File: src/design/sh24_pkg.sv
`timescale 1ns / 1ps
// ----------------------------------------------------------------------------
// sh24_pkg
// Shared types, constants and SipHash helper functions for the stream hasher.
// ----------------------------------------------------------------------------
package sh24_pkg;

    localparam logic [63:0] SIP_C0 = 64'h736f6d6570736575;
    localparam logic [63:0] SIP_C1 = 64'h646f72616e646f6d;
    localparam logic [63:0] SIP_C2 = 64'h6c7967656e657261;
    localparam logic [63:0] SIP_C3 = 64'h7465646279746573;
    localparam logic [63:0] SIP_FINAL_XOR = 64'h00000000000000ff;
    localparam logic [63:0] MASK24 = 64'h0000000000FFFFFF;
    localparam logic [63:0] MASK32 = 64'h00000000FFFFFFFF;

    localparam int WORD_W  = 64;
    localparam int COUNT_W = 4;
    localparam int LEN_W   = 8;
    localparam logic [COUNT_W-1:0] FULL_COUNT = 4'd8;

    // Configuration register indexes
    localparam int CFG_IDX_W = 2;
    localparam logic [CFG_IDX_W-1:0] CFG_KEY_LOW   = 2'd0;
    localparam logic [CFG_IDX_W-1:0] CFG_KEY_HIGH  = 2'd1;
    localparam logic [CFG_IDX_W-1:0] CFG_FOLD_MODE = 2'd2;

    // Fold modes
    localparam int FOLD_W = 2;
    localparam logic [FOLD_W-1:0] FOLD_32 = 2'd1;
    localparam logic [FOLD_W-1:0] FOLD_24 = 2'd2;

    // Block queue between front and back
    localparam int FIFO_DEPTH = 4;
    localparam int FIFO_PTR_W = $clog2(FIFO_DEPTH);
    localparam int FIFO_CNT_W = $clog2(FIFO_DEPTH + 1);

    localparam int FIN_ROUNDS = 4;
    localparam int FIN_CNT_W  = $clog2(FIN_ROUNDS);

    typedef struct packed {
        logic [WORD_W-1:0] a;
        logic [WORD_W-1:0] b;
        logic [WORD_W-1:0] c;
        logic [WORD_W-1:0] d;
    } lanes_t;

    // One block to compress; start reloads the lanes from the key,
    // fin runs finalization after the block.
    typedef struct packed {
        logic [WORD_W-1:0] block;
        logic              start;
        logic              fin;
    } blk_entry_t;

    typedef struct packed {
        logic full;
        logic empty;
    } fifo_stat_t;

    typedef enum logic [1:0] {
        BK_IDLE,
        BK_MIX,
        BK_FINAL,
        BK_EMIT
    } back_state_t;

    function automatic logic [WORD_W-1:0] rotl(input logic [WORD_W-1:0] x,
                                               input int s);
        rotl = (x << s) | (x >> (WORD_W - s));
    endfunction

    function automatic lanes_t sip_round(input lanes_t v);
        lanes_t r;
        r = v;
        r.a = r.a + r.b;
        r.b = rotl(r.b, 13);
        r.b = r.b ^ r.a;
        r.a = rotl(r.a, 32);
        r.c = r.c + r.d;
        r.d = rotl(r.d, 16);
        r.d = r.d ^ r.c;
        r.a = r.a + r.d;
        r.d = rotl(r.d, 21);
        r.d = r.d ^ r.a;
        r.c = r.c + r.b;
        r.b = rotl(r.b, 17);
        r.b = r.b ^ r.c;
        r.c = rotl(r.c, 32);
        return r;
    endfunction

    function automatic logic [WORD_W-1:0] fold_digest(input logic [WORD_W-1:0] h,
                                                      input logic [FOLD_W-1:0] mode);
        logic [WORD_W-1:0] r;
        case (mode)
            FOLD_32: r = (h ^ (h >> 32)) & MASK32;
            FOLD_24: r = (h ^ (h >> 24) ^ (h >> 48)) & MASK24;
            default: r = h;
        endcase
        return r;
    endfunction

endpackage

File: src/design/sh24_front.sv
`timescale 1ns / 1ps
// ----------------------------------------------------------------------------
// sh24_front
// Accepts message words, tracks message length and builds compression blocks.
// ----------------------------------------------------------------------------
module sh24_front
    import sh24_pkg::*;
(
    input  logic               clk,
    input  logic               rst_n,
    input  logic               in_valid,
    output logic               in_stall,
    input  logic [WORD_W-1:0]  message_word,
    input  logic [COUNT_W-1:0] byte_count,
    input  logic               last_word,
    input  fifo_stat_t         fifo_stat,
    output logic               push,
    output blk_entry_t         push_entry
);

    logic              in_msg_reg, in_msg_next;
    logic [LEN_W-1:0]  len_reg, len_next;
    logic              pend_reg, pend_next;
    logic [LEN_W-1:0]  pend_len_reg, pend_len_next;
    logic              accept;
    logic [COUNT_W-1:0] cnt_sat;
    logic [LEN_W-1:0]  len_sum;
    logic [WORD_W-1:0] byte_mask;

    assign in_stall = pend_reg || fifo_stat.full;
    assign accept   = in_valid && !in_stall;

    always_comb
    begin
        cnt_sat = (byte_count > FULL_COUNT) ? FULL_COUNT : byte_count;
        len_sum = len_reg + {{(LEN_W-COUNT_W){1'b0}}, cnt_sat};
        for (int i = 0; i < WORD_W / 8; i++)
        begin
            byte_mask[i*8 +: 8] = (i < int'(cnt_sat)) ? 8'hff : 8'h00;
        end
    end

    always_comb
    begin
        in_msg_next   = in_msg_reg;
        len_next      = len_reg;
        pend_next     = pend_reg;
        pend_len_next = pend_len_reg;
        push          = 1'b0;
        push_entry    = '{block: message_word, start: !in_msg_reg, fin: 1'b0};
        if (pend_reg)
        begin
            // trailing length-only block after a full last word
            push_entry = '{block: {pend_len_reg, {(WORD_W-LEN_W){1'b0}}},
                           start: 1'b0, fin: 1'b1};
            if (!fifo_stat.full)
            begin
                push      = 1'b1;
                pend_next = 1'b0;
            end
        end
        else if (accept)
        begin
            push = 1'b1;
            if (!last_word)
            begin
                in_msg_next = 1'b1;
                len_next    = len_reg + LEN_W'(8);
            end
            else
            begin
                in_msg_next = 1'b0;
                len_next    = '0;
                if (cnt_sat == FULL_COUNT)
                begin
                    pend_next     = 1'b1;
                    pend_len_next = len_sum;
                end
                else
                begin
                    push_entry.block = (message_word & byte_mask) |
                                       {len_sum, {(WORD_W-LEN_W){1'b0}}};
                    push_entry.fin   = 1'b1;
                end
            end
        end
    end

    always_ff @(posedge clk or negedge rst_n)
    begin
        if (!rst_n)
        begin
            in_msg_reg <= 1'b0;
            len_reg    <= '0;
            pend_reg   <= 1'b0;
        end
        else
        begin
            in_msg_reg <= in_msg_next;
            len_reg    <= len_next;
            pend_reg   <= pend_next;
        end
    end

    always_ff @(posedge clk)
    begin
        pend_len_reg <= pend_len_next;
    end

endmodule

File: src/design/sh24_fifo.sv
`timescale 1ns / 1ps
// ----------------------------------------------------------------------------
// sh24_fifo
// Short register queue of compression blocks between front and back.
// ----------------------------------------------------------------------------
module sh24_fifo
    import sh24_pkg::*;
(
    input  logic       clk,
    input  logic       rst_n,
    input  logic       push,
    input  blk_entry_t push_entry,
    input  logic       pop,
    output blk_entry_t pop_entry,
    output fifo_stat_t stat
);

    blk_entry_t              mem_reg [FIFO_DEPTH];
    logic [FIFO_PTR_W-1:0]   wr_ptr_reg, wr_ptr_next;
    logic [FIFO_PTR_W-1:0]   rd_ptr_reg, rd_ptr_next;
    logic [FIFO_CNT_W-1:0]   cnt_reg, cnt_next;

    assign stat.full  = (cnt_reg == FIFO_CNT_W'(FIFO_DEPTH));
    assign stat.empty = (cnt_reg == '0);
    assign pop_entry  = mem_reg[rd_ptr_reg];

    always_comb
    begin
        wr_ptr_next = push ? wr_ptr_reg + 1'b1 : wr_ptr_reg;
        rd_ptr_next = pop ? rd_ptr_reg + 1'b1 : rd_ptr_reg;
        cnt_next    = cnt_reg;
        if (push && !pop)
        begin
            cnt_next = cnt_reg + 1'b1;
        end
        else if (pop && !push)
        begin
            cnt_next = cnt_reg - 1'b1;
        end
    end

    always_ff @(posedge clk or negedge rst_n)
    begin
        if (!rst_n)
        begin
            wr_ptr_reg <= '0;
            rd_ptr_reg <= '0;
            cnt_reg    <= '0;
        end
        else
        begin
            wr_ptr_reg <= wr_ptr_next;
            rd_ptr_reg <= rd_ptr_next;
            cnt_reg    <= cnt_next;
        end
    end

    always_ff @(posedge clk)
    begin
        if (push)
        begin
            mem_reg[wr_ptr_reg] <= push_entry;
        end
    end

endmodule

File: src/design/sh24_back.sv
`timescale 1ns / 1ps
// ----------------------------------------------------------------------------
// sh24_back
// SipRound engine: compresses queued blocks, finalizes and emits the digest.
// ----------------------------------------------------------------------------
module sh24_back
    import sh24_pkg::*;
(
    input  logic              clk,
    input  logic              rst_n,
    input  logic [WORD_W-1:0] key_low,
    input  logic [WORD_W-1:0] key_high,
    input  logic [FOLD_W-1:0] fold_mode,
    input  fifo_stat_t        fifo_stat,
    input  blk_entry_t        pop_entry,
    output logic              pop,
    output logic              out_valid,
    input  logic              out_stall,
    output logic [WORD_W-1:0] digest
);

    back_state_t           state_reg, state_next;
    lanes_t                lanes_reg, lanes_next;
    logic [WORD_W-1:0]     m_reg, m_next;
    logic                  fin_reg, fin_next;
    logic [FIN_CNT_W-1:0]  cnt_reg, cnt_next;
    logic                  out_valid_reg, out_valid_next;
    logic [WORD_W-1:0]     digest_reg, digest_next;
    logic                  out_free;
    lanes_t                base;
    lanes_t                rnd;

    assign out_valid = out_valid_reg;
    assign digest    = digest_reg;
    assign out_free  = !out_valid_reg || !out_stall;

    // next state
    always_comb
    begin
        state_next = state_reg;
        case (state_reg)
            BK_IDLE:
            begin
                if (!fifo_stat.empty)
                begin
                    state_next = BK_MIX;
                end
            end
            BK_MIX:
            begin
                state_next = fin_reg ? BK_FINAL : BK_IDLE;
            end
            BK_FINAL:
            begin
                if (cnt_reg == FIN_CNT_W'(FIN_ROUNDS - 1))
                begin
                    state_next = BK_EMIT;
                end
            end
            BK_EMIT:
            begin
                if (out_free)
                begin
                    state_next = BK_IDLE;
                end
            end
            default: state_next = BK_IDLE;
        endcase
    end

    // datapath and outputs
    always_comb
    begin
        base = pop_entry.start ?
               '{a: SIP_C0 ^ key_low, b: SIP_C1 ^ key_high,
                 c: SIP_C2 ^ key_low, d: SIP_C3 ^ key_high} : lanes_reg;
        base.d         = base.d ^ pop_entry.block;
        pop            = 1'b0;
        lanes_next     = lanes_reg;
        m_next         = m_reg;
        fin_next       = fin_reg;
        cnt_next       = cnt_reg;
        digest_next    = digest_reg;
        out_valid_next = out_valid_reg && out_stall;
        // one shared round unit: fed by the fresh block when idle
        rnd            = sip_round((state_reg == BK_IDLE) ? base : lanes_reg);
        case (state_reg)
            BK_IDLE:
            begin
                if (!fifo_stat.empty)
                begin
                    pop        = 1'b1;
                    lanes_next = rnd;
                    m_next     = pop_entry.block;
                    fin_next   = pop_entry.fin;
                end
            end
            BK_MIX:
            begin
                lanes_next   = rnd;
                lanes_next.a = rnd.a ^ m_reg;
                if (fin_reg)
                begin
                    lanes_next.c = rnd.c ^ SIP_FINAL_XOR;
                end
                cnt_next = '0;
            end
            BK_FINAL:
            begin
                lanes_next = rnd;
                cnt_next   = cnt_reg + 1'b1;
            end
            BK_EMIT:
            begin
                if (out_free)
                begin
                    out_valid_next = 1'b1;
                    digest_next    = fold_digest(lanes_reg.a ^ lanes_reg.b ^
                                                 lanes_reg.c ^ lanes_reg.d, fold_mode);
                end
            end
            default: ;
        endcase
    end

    always_ff @(posedge clk or negedge rst_n)
    begin
        if (!rst_n)
        begin
            state_reg     <= BK_IDLE;
            out_valid_reg <= 1'b0;
            lanes_reg     <= '0;
            fin_reg       <= 1'b0;
            cnt_reg       <= '0;
        end
        else
        begin
            state_reg     <= state_next;
            out_valid_reg <= out_valid_next;
            lanes_reg     <= lanes_next;
            fin_reg       <= fin_next;
            cnt_reg       <= cnt_next;
        end
    end

    always_ff @(posedge clk)
    begin
        m_reg      <= m_next;
        digest_reg <= digest_next;
    end

endmodule

File: src/design/siphash24_stream_hasher.sv
`timescale 1ns / 1ps
// ----------------------------------------------------------------------------
// siphash24_stream_hasher
// Keyed SipHash-2-4 over a stream of little-endian 64-bit message words.
// ----------------------------------------------------------------------------
// In a steady stream the input rate is set by the back engine, which has a
// single SipRound unit while each compressed block needs two rounds. A last
// word with eight valid bytes produces two blocks (the word and a length-only
// block). After the final block the engine runs four finalization rounds and
// then folds the digest into the output register, waiting while the output
// is stalled; meanwhile the front keeps accepting words of the next message
// into a four-entry block queue. The key is sampled when the first block of a
// message reaches the engine; the fold mode when the digest is emitted. Write
// configuration only while the block is idle.
// ----------------------------------------------------------------------------
module siphash24_stream_hasher
    import sh24_pkg::*;
(
    input  logic                 clk,
    input  logic                 rst_n,
    // configuration write port
    input  logic                 cfg_write,
    input  logic [CFG_IDX_W-1:0] cfg_index,
    input  logic [WORD_W-1:0]    cfg_data,
    // input word channel
    input  logic                 in_valid,
    output logic                 in_stall,
    input  logic [WORD_W-1:0]    message_word,
    input  logic [COUNT_W-1:0]   byte_count,
    input  logic                 last_word,
    // digest channel
    output logic                 out_valid,
    input  logic                 out_stall,
    output logic [WORD_W-1:0]    digest
);

    logic [WORD_W-1:0] key_low_reg;
    logic [WORD_W-1:0] key_high_reg;
    logic [FOLD_W-1:0] fold_mode_reg;

    logic       push;
    logic       pop;
    blk_entry_t push_entry;
    blk_entry_t pop_entry;
    fifo_stat_t fifo_stat;

    // Hold configuration registers; take a write whenever enabled.
    always_ff @(posedge clk or negedge rst_n)
    begin
        if (!rst_n)
        begin
            key_low_reg   <= '0;
            key_high_reg  <= '0;
            fold_mode_reg <= '0;
        end
        else if (cfg_write)
        begin
            case (cfg_index)
                CFG_KEY_LOW:   key_low_reg   <= cfg_data;
                CFG_KEY_HIGH:  key_high_reg  <= cfg_data;
                CFG_FOLD_MODE: fold_mode_reg <= cfg_data[FOLD_W-1:0];
                default: ;
            endcase
        end
    end

    // Front: classify words, count length, build blocks.
    sh24_front u_front (
        .clk          (clk),
        .rst_n        (rst_n),
        .in_valid     (in_valid),
        .in_stall     (in_stall),
        .message_word (message_word),
        .byte_count   (byte_count),
        .last_word    (last_word),
        .fifo_stat    (fifo_stat),
        .push         (push),
        .push_entry   (push_entry)
    );

    // Queue: decouple front and back so each stalls on its own.
    sh24_fifo u_fifo (
        .clk        (clk),
        .rst_n      (rst_n),
        .push       (push),
        .push_entry (push_entry),
        .pop        (pop),
        .pop_entry  (pop_entry),
        .stat       (fifo_stat)
    );

    // Back: run SipRounds, finalize, fold and hold the digest.
    sh24_back u_back (
        .clk       (clk),
        .rst_n     (rst_n),
        .key_low   (key_low_reg),
        .key_high  (key_high_reg),
        .fold_mode (fold_mode_reg),
        .fifo_stat (fifo_stat),
        .pop_entry (pop_entry),
        .pop       (pop),
        .out_valid (out_valid),
        .out_stall (out_stall),
        .digest    (digest)
    );

    // Never push into a full queue.
    assert property (@(posedge clk) disable iff (!rst_n)
        !(push && fifo_stat.full))
        else $error("block pushed into full queue");

    // Never pop an empty queue.
    assert property (@(posedge clk) disable iff (!rst_n)
        pop |-> !fifo_stat.empty)
        else $error("block popped from empty queue");

    // A full last word leaves a length block pending, so input stalls next.
    assert property (@(posedge clk) disable iff (!rst_n)
        (in_valid && !in_stall && last_word && (byte_count >= FULL_COUNT)) |=> in_stall)
        else $error("input not held for trailing length block");

endmodule
File: config.mk
export PLATFORM = sky130hd
export DESIGN_NAME = siphash24_stream_hasher
export DESIGN_NICKNAME = d
export VERILOG_FILES = /design/src/design/sh24_pkg.sv /design/src/design/sh24_front.sv /design/src/design/sh24_fifo.sv /design/src/design/sh24_back.sv /design/src/design/siphash24_stream_hasher.sv
export SDC_FILE = /design/constraint.sdc
export NUM_CORES = 2
export LEC_CHECK = 0
export BUFFER_PORTS_ARGS = -buffer_cell sky130_fd_sc_hd__buf_4
export CORE_MARGIN = 10
export CORE_UTILIZATION = 35
export DETAILED_ROUTE_END_ITERATION = 10
export PLACE_DENSITY_LB_ADDON = 0.2
export SETUP_SLACK_MARGIN = 0.15
export SKIP_LAST_GASP = 1
export SYNTH_ARGS = -nofsm -noshare
export SYNTH_HDL_FRONTEND = slang
export SYNTH_SLANG_ARGS = --single-unit
export TNS_END_PERCENT = 50
File: constraint.sdc
create_clock -name clk -period 13.17 [get_ports clk]
set_input_delay 1.9755 -clock clk [delete_from_list [all_inputs] [get_ports clk]]
set_output_delay 1.9755 -clock clk [all_outputs]
set_load 0.1 [all_outputs]
# After elaboration in Yosys (flattened, before gate mapping)

Memory sizes are Yosys's and may differ from the RTL's.
Index checks and enable logic that the tools add are counted.

Muxes and demuxes: 48
Bitwise logic cells: 27
Reduce and logical (&&, ||, !) cells: 27
Magnitude comparators: 9
Equality and inequality tests: 13
$add $sub $neg: 11

Operators by type and width:

| operator           | count |
|---|---|
| $mux 256           | 3 |
| $pmux 256 s3       | 1 |
| $xor 64x64->64     | 9 |
| $add 64x64->64     | 4 |
| $mux 64            | 4 |
| $or 64x32->64      | 2 |
| $pmux 64 s2        | 1 |
| $mux 8             | 10 |
| $and 64x64->64     | 1 |
| $or 64x13->64      | 1 |
| $or 64x16->64      | 1 |
| $or 64x17->64      | 1 |
| $or 64x21->64      | 1 |
| $or 64x64->64      | 1 |
| $not 37->37        | 1 |
| $not 35->35        | 1 |
| $not 34->34        | 1 |
| $not 32->32        | 1 |
| $xor 32x32->32     | 1 |
| $xor 24x16->24     | 1 |
| $xor 24x24->24     | 1 |
| $mux 1             | 20 |
| $lt 3x4->1 const A | 4 |
| $reduce_and 2->1   | 7 |
| 30 further kinds   | 57 |

Register bits: 545
Logic and storage cells: 156
Input port bits: 140
Memories kept: 1
Memory bits (writable): 264
Output and inout bits: 66

Memories:

| memory         | words | bits a word | rd ports | clocked after memory_dff | wr ports | RTL line        | RTL |
|---|---|---|---|---|---|---|---|
| u_fifo.mem_reg | 4     | 66          | 1        | 0                        | 1        | sh24_fifo.sv:18 | `blk_entry_t mem_reg [FIFO_DEPTH];` |

# Depth between registers and ports, before layout

Depth in word-level cells: 11
Mapped depth: 43
Gate-level depth less buffers: 37

# Hierarchy

From an unflattened synthesis, not the netlist that was laid out.

Cell total of the unflattened synthesis: 5702
Area, all modules: 55456.9 µm²

By module, submodules not included:

| module                  | area each (µm²) | seq. area each (µm²) | cells each | times used |
|---|---|---|---|---|
| sh24_back               | 38939.8         | 10400.0              | 4883       | 1 |
| sh24_fifo               | 9937.0          | 8102.8               | 379        | 1 |
| siphash24_stream_hasher | 5251.3          | 3253.1               | 277        | 1 |
| sh24_front              | 1328.8          | 415.4                | 163        | 1 |

# Worst setup path before layout

OpenSTA, ideal clock, no wires.

Kind: reg-to-reg
From: register u_fifo.rd_ptr_reg[0]
To: register u_back.lanes_reg[62] in the netlist's numbering
Cell stages (with the launch flop): 41
Clock period less this slack: 8731 ps
Path buffers: 8
Data required time: 13036 ps
Arrival time: 8598 ps
Setup time: 134 ps
Slack: 4439 ps
Path through: dfrtp_1 buf_6 mux4_2 and2_4 buf_6 buf_6 clkbuf_1 clkbuf_1 clkbuf_1 clkbuf_1 a21oi_1 ha_1 inv_1 fa_1 nor2b_1 o21ai_0 a21boi_0 o21ai_0 (+5 left out) a21oi_1 o21ai_0 xor2_1 ha_1 clkbuf_1 a21oi_1 or3b_2 a31oi_1 a22oi_1 o21ai_0 a21oi_1 o31ai_1 a41o_1 o41a_1 a311oi_1 xor2_1 xor2_1 o21ai_0

Word-level cells in the longest chain between the ends: 10
Elaborated cells on any way between the ends: 14
Classes of those cells: add/sub (3); mux (4); bitwise (6); memory (1)

RTL lines:

| item                                            | RTL line                       | RTL |
|---|---|---|
| from (decl)                                     | sh24_fifo.sv:20                | `logic [FIFO_PTR_W-1:0] rd_ptr_reg, rd_ptr_next;` |
| from (signal assigned)                          | sh24_fifo.sv:53                | `rd_ptr_reg <= rd_ptr_next;` |
| $mem_v2 4x66 *                                  | -                              |  |
| $mux 256                                        | sh24_back.sv:74                | `base = pop_entry.start ?` |
| $xor 64x64->64                                  | sh24_back.sv:77                | `base.d = base.d ^ pop_entry.block;` |
| $mux 256 *                                      | sh24_back.sv:86                | `rnd = sip_round((state_reg == BK_IDLE) ? base : lanes_reg);` |
| $add 64x64->64 or $or 64x16->64 (tied branches) | sh24_pkg.sv:79, sh24_pkg.sv:69 |  |
| $xor 64x64->64                                  | sh24_pkg.sv:81                 | `r.d = r.d ^ r.c;` |
| $add 64x64->64 or $or 64x21->64 (tied branches) | sh24_pkg.sv:82, sh24_pkg.sv:69 |  |
| $xor 64x64->64 *                                | sh24_pkg.sv:84                 | `r.d = r.d ^ r.a;` |
| $mux 256                                        | sh24_back.sv:90                | `if (!fifo_stat.empty)` |
| $pmux 256 s3 *                                  | sh24_back.sv:87                | `case (state_reg)` |
| to (signal assigned)                            | sh24_back.sv:140               | `lanes_reg <= lanes_next;` |
| to (decl)                                       | sh24_back.sv:23                | `lanes_t lanes_reg, lanes_next;` |

Every way passes the cells marked *; elsewhere a longest branch is shown, timed or not. The select of a mux whose other input is x is not followed.
A chain may end at the register's enable or synchronous reset.

# Worst setup path after layout

From: register u_fifo.rd_ptr_reg[1]
To: register u_back.lanes_reg[223] in the netlist's numbering

Word-level cells in the longest chain between the ends: 9
Elaborated cells on any way between the ends: 13
Classes of those cells: add/sub (3); mux (4); bitwise (5); memory (1)

RTL lines:

| item                                            | RTL line                          | RTL |
|---|---|---|
| $mem_v2 4x66 *                                  | -                                 |  |
| $mux 256                                        | sh24_back.sv:74                   |  |
| $xor 64x64->64                                  | sh24_back.sv:77                   |  |
| $mux 256 *                                      | sh24_back.sv:86                   |  |
| $add 64x64->64 or $or 64x16->64 (tied branches) | sh24_pkg.sv:79, sh24_pkg.sv:69    |  |
| $xor 64x64->64                                  | sh24_pkg.sv:81                    |  |
| $add 64x64->64 *                                | sh24_pkg.sv:82                    | `r.a = r.a + r.d;` |
| $xor 64x64->64 or $mux 256 (tied branches)      | sh24_back.sv:101, sh24_back.sv:90 |  |
| $pmux 256 s3 *                                  | sh24_back.sv:87                   |  |

Marked as above.

==> metrics <==
startpoint of the worst register-to-register path=u_fifo.rd_ptr_reg[1]; per-cell routed wire length=~38 µm; Synth Warn #=0; CTS max path bufs=3; max cap viols=1; flip-flop count of the largest register, all copies and words added=roughly 260; hold_buf cts=0; RSZ-0062 raised after global routing=false; fin crit period=roughly 12000 ps; post-synthesis net count=5875; slowest cell delay on critical path=between 1000 and 1500 ps; floorplan die area=around 170000 µm²; post-synthesis cell area=53920 µm²; count of flip-flops with a built-in enable after synthesis=400; unique cell type count in the Yosys netlist=97; cells after synthesis=about 5500; result of the run=finished, violations left; number of gates resized after cts=0; total routing resource utilization after global routing=0.3408; I/O pin total=a little over 200; number of clock sinks=a little over 800; Setup TNS=0 ps; number of cells after detailed placement=7569; terminating pin of the worst hold path=u_back.fin_reg; TritonCTS clock tree=done; PortBufs=205; reg-to-reg setup timing slack=1420 ps; overall die width=~410 µm; headroom to the max-slew limit=0.002868; sequential share of the synthesized area=0.4112; buffers inserted during post-CTS setup optimization=0; number of nets still failing antenna checks after routing=0; H-tree depth reported by CTS=3; timing-limited maximum frequency=~85 MHz; Congestion Overflow GR=0; Tightest Pin Transition=1485 ps; post-detailed-routing wire length=roughly 300 mm; length of the first detailed-routing pass in iterations=6; Root Buffer Master=sky130_fd_sc_hd__clkbuf_16; area inside the core boundary=around 150000 µm²; # rows=approximately 140; Hold Path Origin=u_back.fin_reg; category of the worst setup path launch point=flip-flop; nets@finish=about 6000; filler-free cell count of the finished design=approximately 7800; Core Util, Final=0.4037; residual DRC count=0; Critical Setup Path Class=reg -> reg; count of endpoints failing setup in the final report=0; sort of element at the end of the critical path=flip-flop; final worst path period share=0.8924; mean cell area of the mapped netlist=just under 10 µm²; Area after DPL=between 50000 and 60000 µm²; pin count of the biggest net entering global routing=103; register bit count reported by yosys=806; Post-synth top flop=sky130_fd_sc_hd__dfrtp_1; Critical-path top delay cell=sky130_fd_sc_hd__o311ai_0; failing checks=max-capacitance violations; capture instance of the worst register-to-register path=u_back.lanes_reg[223]; wire length of the first global-routing pass=~390 mm; Chip Height=about 410 µm; critical path data required time=around 14000 ps; most frequent cells in the layout=818 x sky130_fd_sc_hd__nand2_1, 494 x sky130_fd_sc_hd__xnor2_1, 419 x sky130_fd_sc_hd__o21ai_0; Final Wtd Congestion=roughly 1.1; initial antenna violation count=20; clock-pin slew reported for the worst setup and hold paths after clock tree synthesis=60 ps; number of global-route vias before repair=about 43000; Vias/cell=about 5.9; share of post-route cells with drive strength above 1=0.1324; commonest non-fill, non-tap cell in the layout=sky130_fd_sc_hd__nand2_1; WP data arrival=roughly 12000 ps; max-slew violations=0; area of all placed cells without fillers=61540 µm²; number of clock buffers inserted by TritonCTS=96; worst-case clock skew=approximately 49 ps; Synth-to-Final Area Change=14.14%; Max FO, Critical Path=67; number of hold violations in the final report=0; 1st-iter DRT viols=5620; number of cells traversed by the worst hold path=2; vias after detailed routing=45682; Worst Hold Class=reg -> reg; half-perimeter wire length after placement=about 250 mm; later-pin clock latency in the skew report=760 ps; fraction of synthesis flops using an asynchronous set or reset pin=0.5037; Reg2Reg Depth=29; starting density of the core=0.3537
[through the flow]
| step | setup slack [ps] | hold slack (ps) |
|---|---|---|
| floorplan | 4439 | 446.0 |
| global placement | 1374 | 462.0 |
| detailed placement | 1917 | 472.6 |
| CTS | 1855 | 487.1 |
| global route | 1127 | 516.2 |
| finish | 1417 | 484.8 |
[layout make-up]
type                       instances  area, µm²
antenna                            3      7.507
clock buffer                     124       2640
clock inverter                    54      685.7
fill                           15189      90900
inverter                         107      401.6
multi-input combinational       4295      30560
sequential                       806      22180
tap                             2030       2540
timing repair buffer             331       2530
[critical path, delay by kind of cell (launching register included)]
kind | cells | cell delay (ps)
buf+inv | 1 | 580
simple gates | 5 | 1610
xor+xnor | 2 | 1220
compound gates | 18 | 6130
mux | 1 | 350
flops | 1 | 730
fa+ha+maj | 2 | 820
[metal layers]
metal	vias up	GRT usage	share of wire
met2	2200	0.5070	0.42
li1	19906	-	-
met1	23099	0.4640	0.43
met3	469	0.06371	0.079
met5	-	0	0.00023
met4	8	0.1890	0.070
[worst max-delay path by stage]
| stage | start | end | slack (ps) | depth (start not counted) |
|---|---|---|---|---|
| floorplan | u_fifo.rd_ptr_reg[0] | u_back.lanes_reg[62] | 4440 | 40 |
| global placement | u_fifo.rd_ptr_reg[1] | u_back.lanes_reg[240] | 1370 | 31 |
| detailed placement | u_fifo.rd_ptr_reg[1] | u_back.lanes_reg[254] | 1920 | 32 |
| CTS | u_fifo.rd_ptr_reg[1] | u_back.lanes_reg[254] | 1850 | 32 |
| global route | u_fifo.rd_ptr_reg[1] | u_back.lanes_reg[62] | 1130 | 31 |
| finish | u_fifo.rd_ptr_reg[1] | u_back.lanes_reg[223] | 1420 | 29 |
[synth_stat cells, types with 87 or more instances]
cell type	n	area [µm²]
sky130_fd_sc_hd__ha_1	260	3253
sky130_fd_sc_hd__xor2_1	355	3109
sky130_fd_sc_hd__o22ai_1	89	556.8
sky130_fd_sc_hd__nor2_1	255	957.2
sky130_fd_sc_hd__mux2_2	138	1554
sky130_fd_sc_hd__edfxtp_1	400	12010
sky130_fd_sc_hd__inv_1	107	401.6
sky130_fd_sc_hd__clkbuf_1	233	874.6
sky130_fd_sc_hd__and2_1	87	544.3
sky130_fd_sc_hd__nand2_1	819	3074
sky130_fd_sc_hd__a21oi_1	371	1857
sky130_fd_sc_hd__dfrtp_1	406	10160
sky130_fd_sc_hd__o21ai_0	419	2097
sky130_fd_sc_hd__a21o_1	174	1306
sky130_fd_sc_hd__xnor2_1	507	4441
[cell families (layout without fill, tap and decap cells)]
group	count (synthesis)	count (layout)	synth area share
compound gates	1458	1458	0.1698
other cells	1	4	0.00006955
flops	806	806	0.4112
mux	229	229	0.06103
xor+xnor	884	884	0.1493
buf+inv	369	616	0.02622
simple gates	1449	1449	0.1185
fa+ha+maj	274	274	0.06386
Power is left out: the tool's default activity adds up to more than one toggle a clock period on the data nets, which glitch-free logic cannot reach.
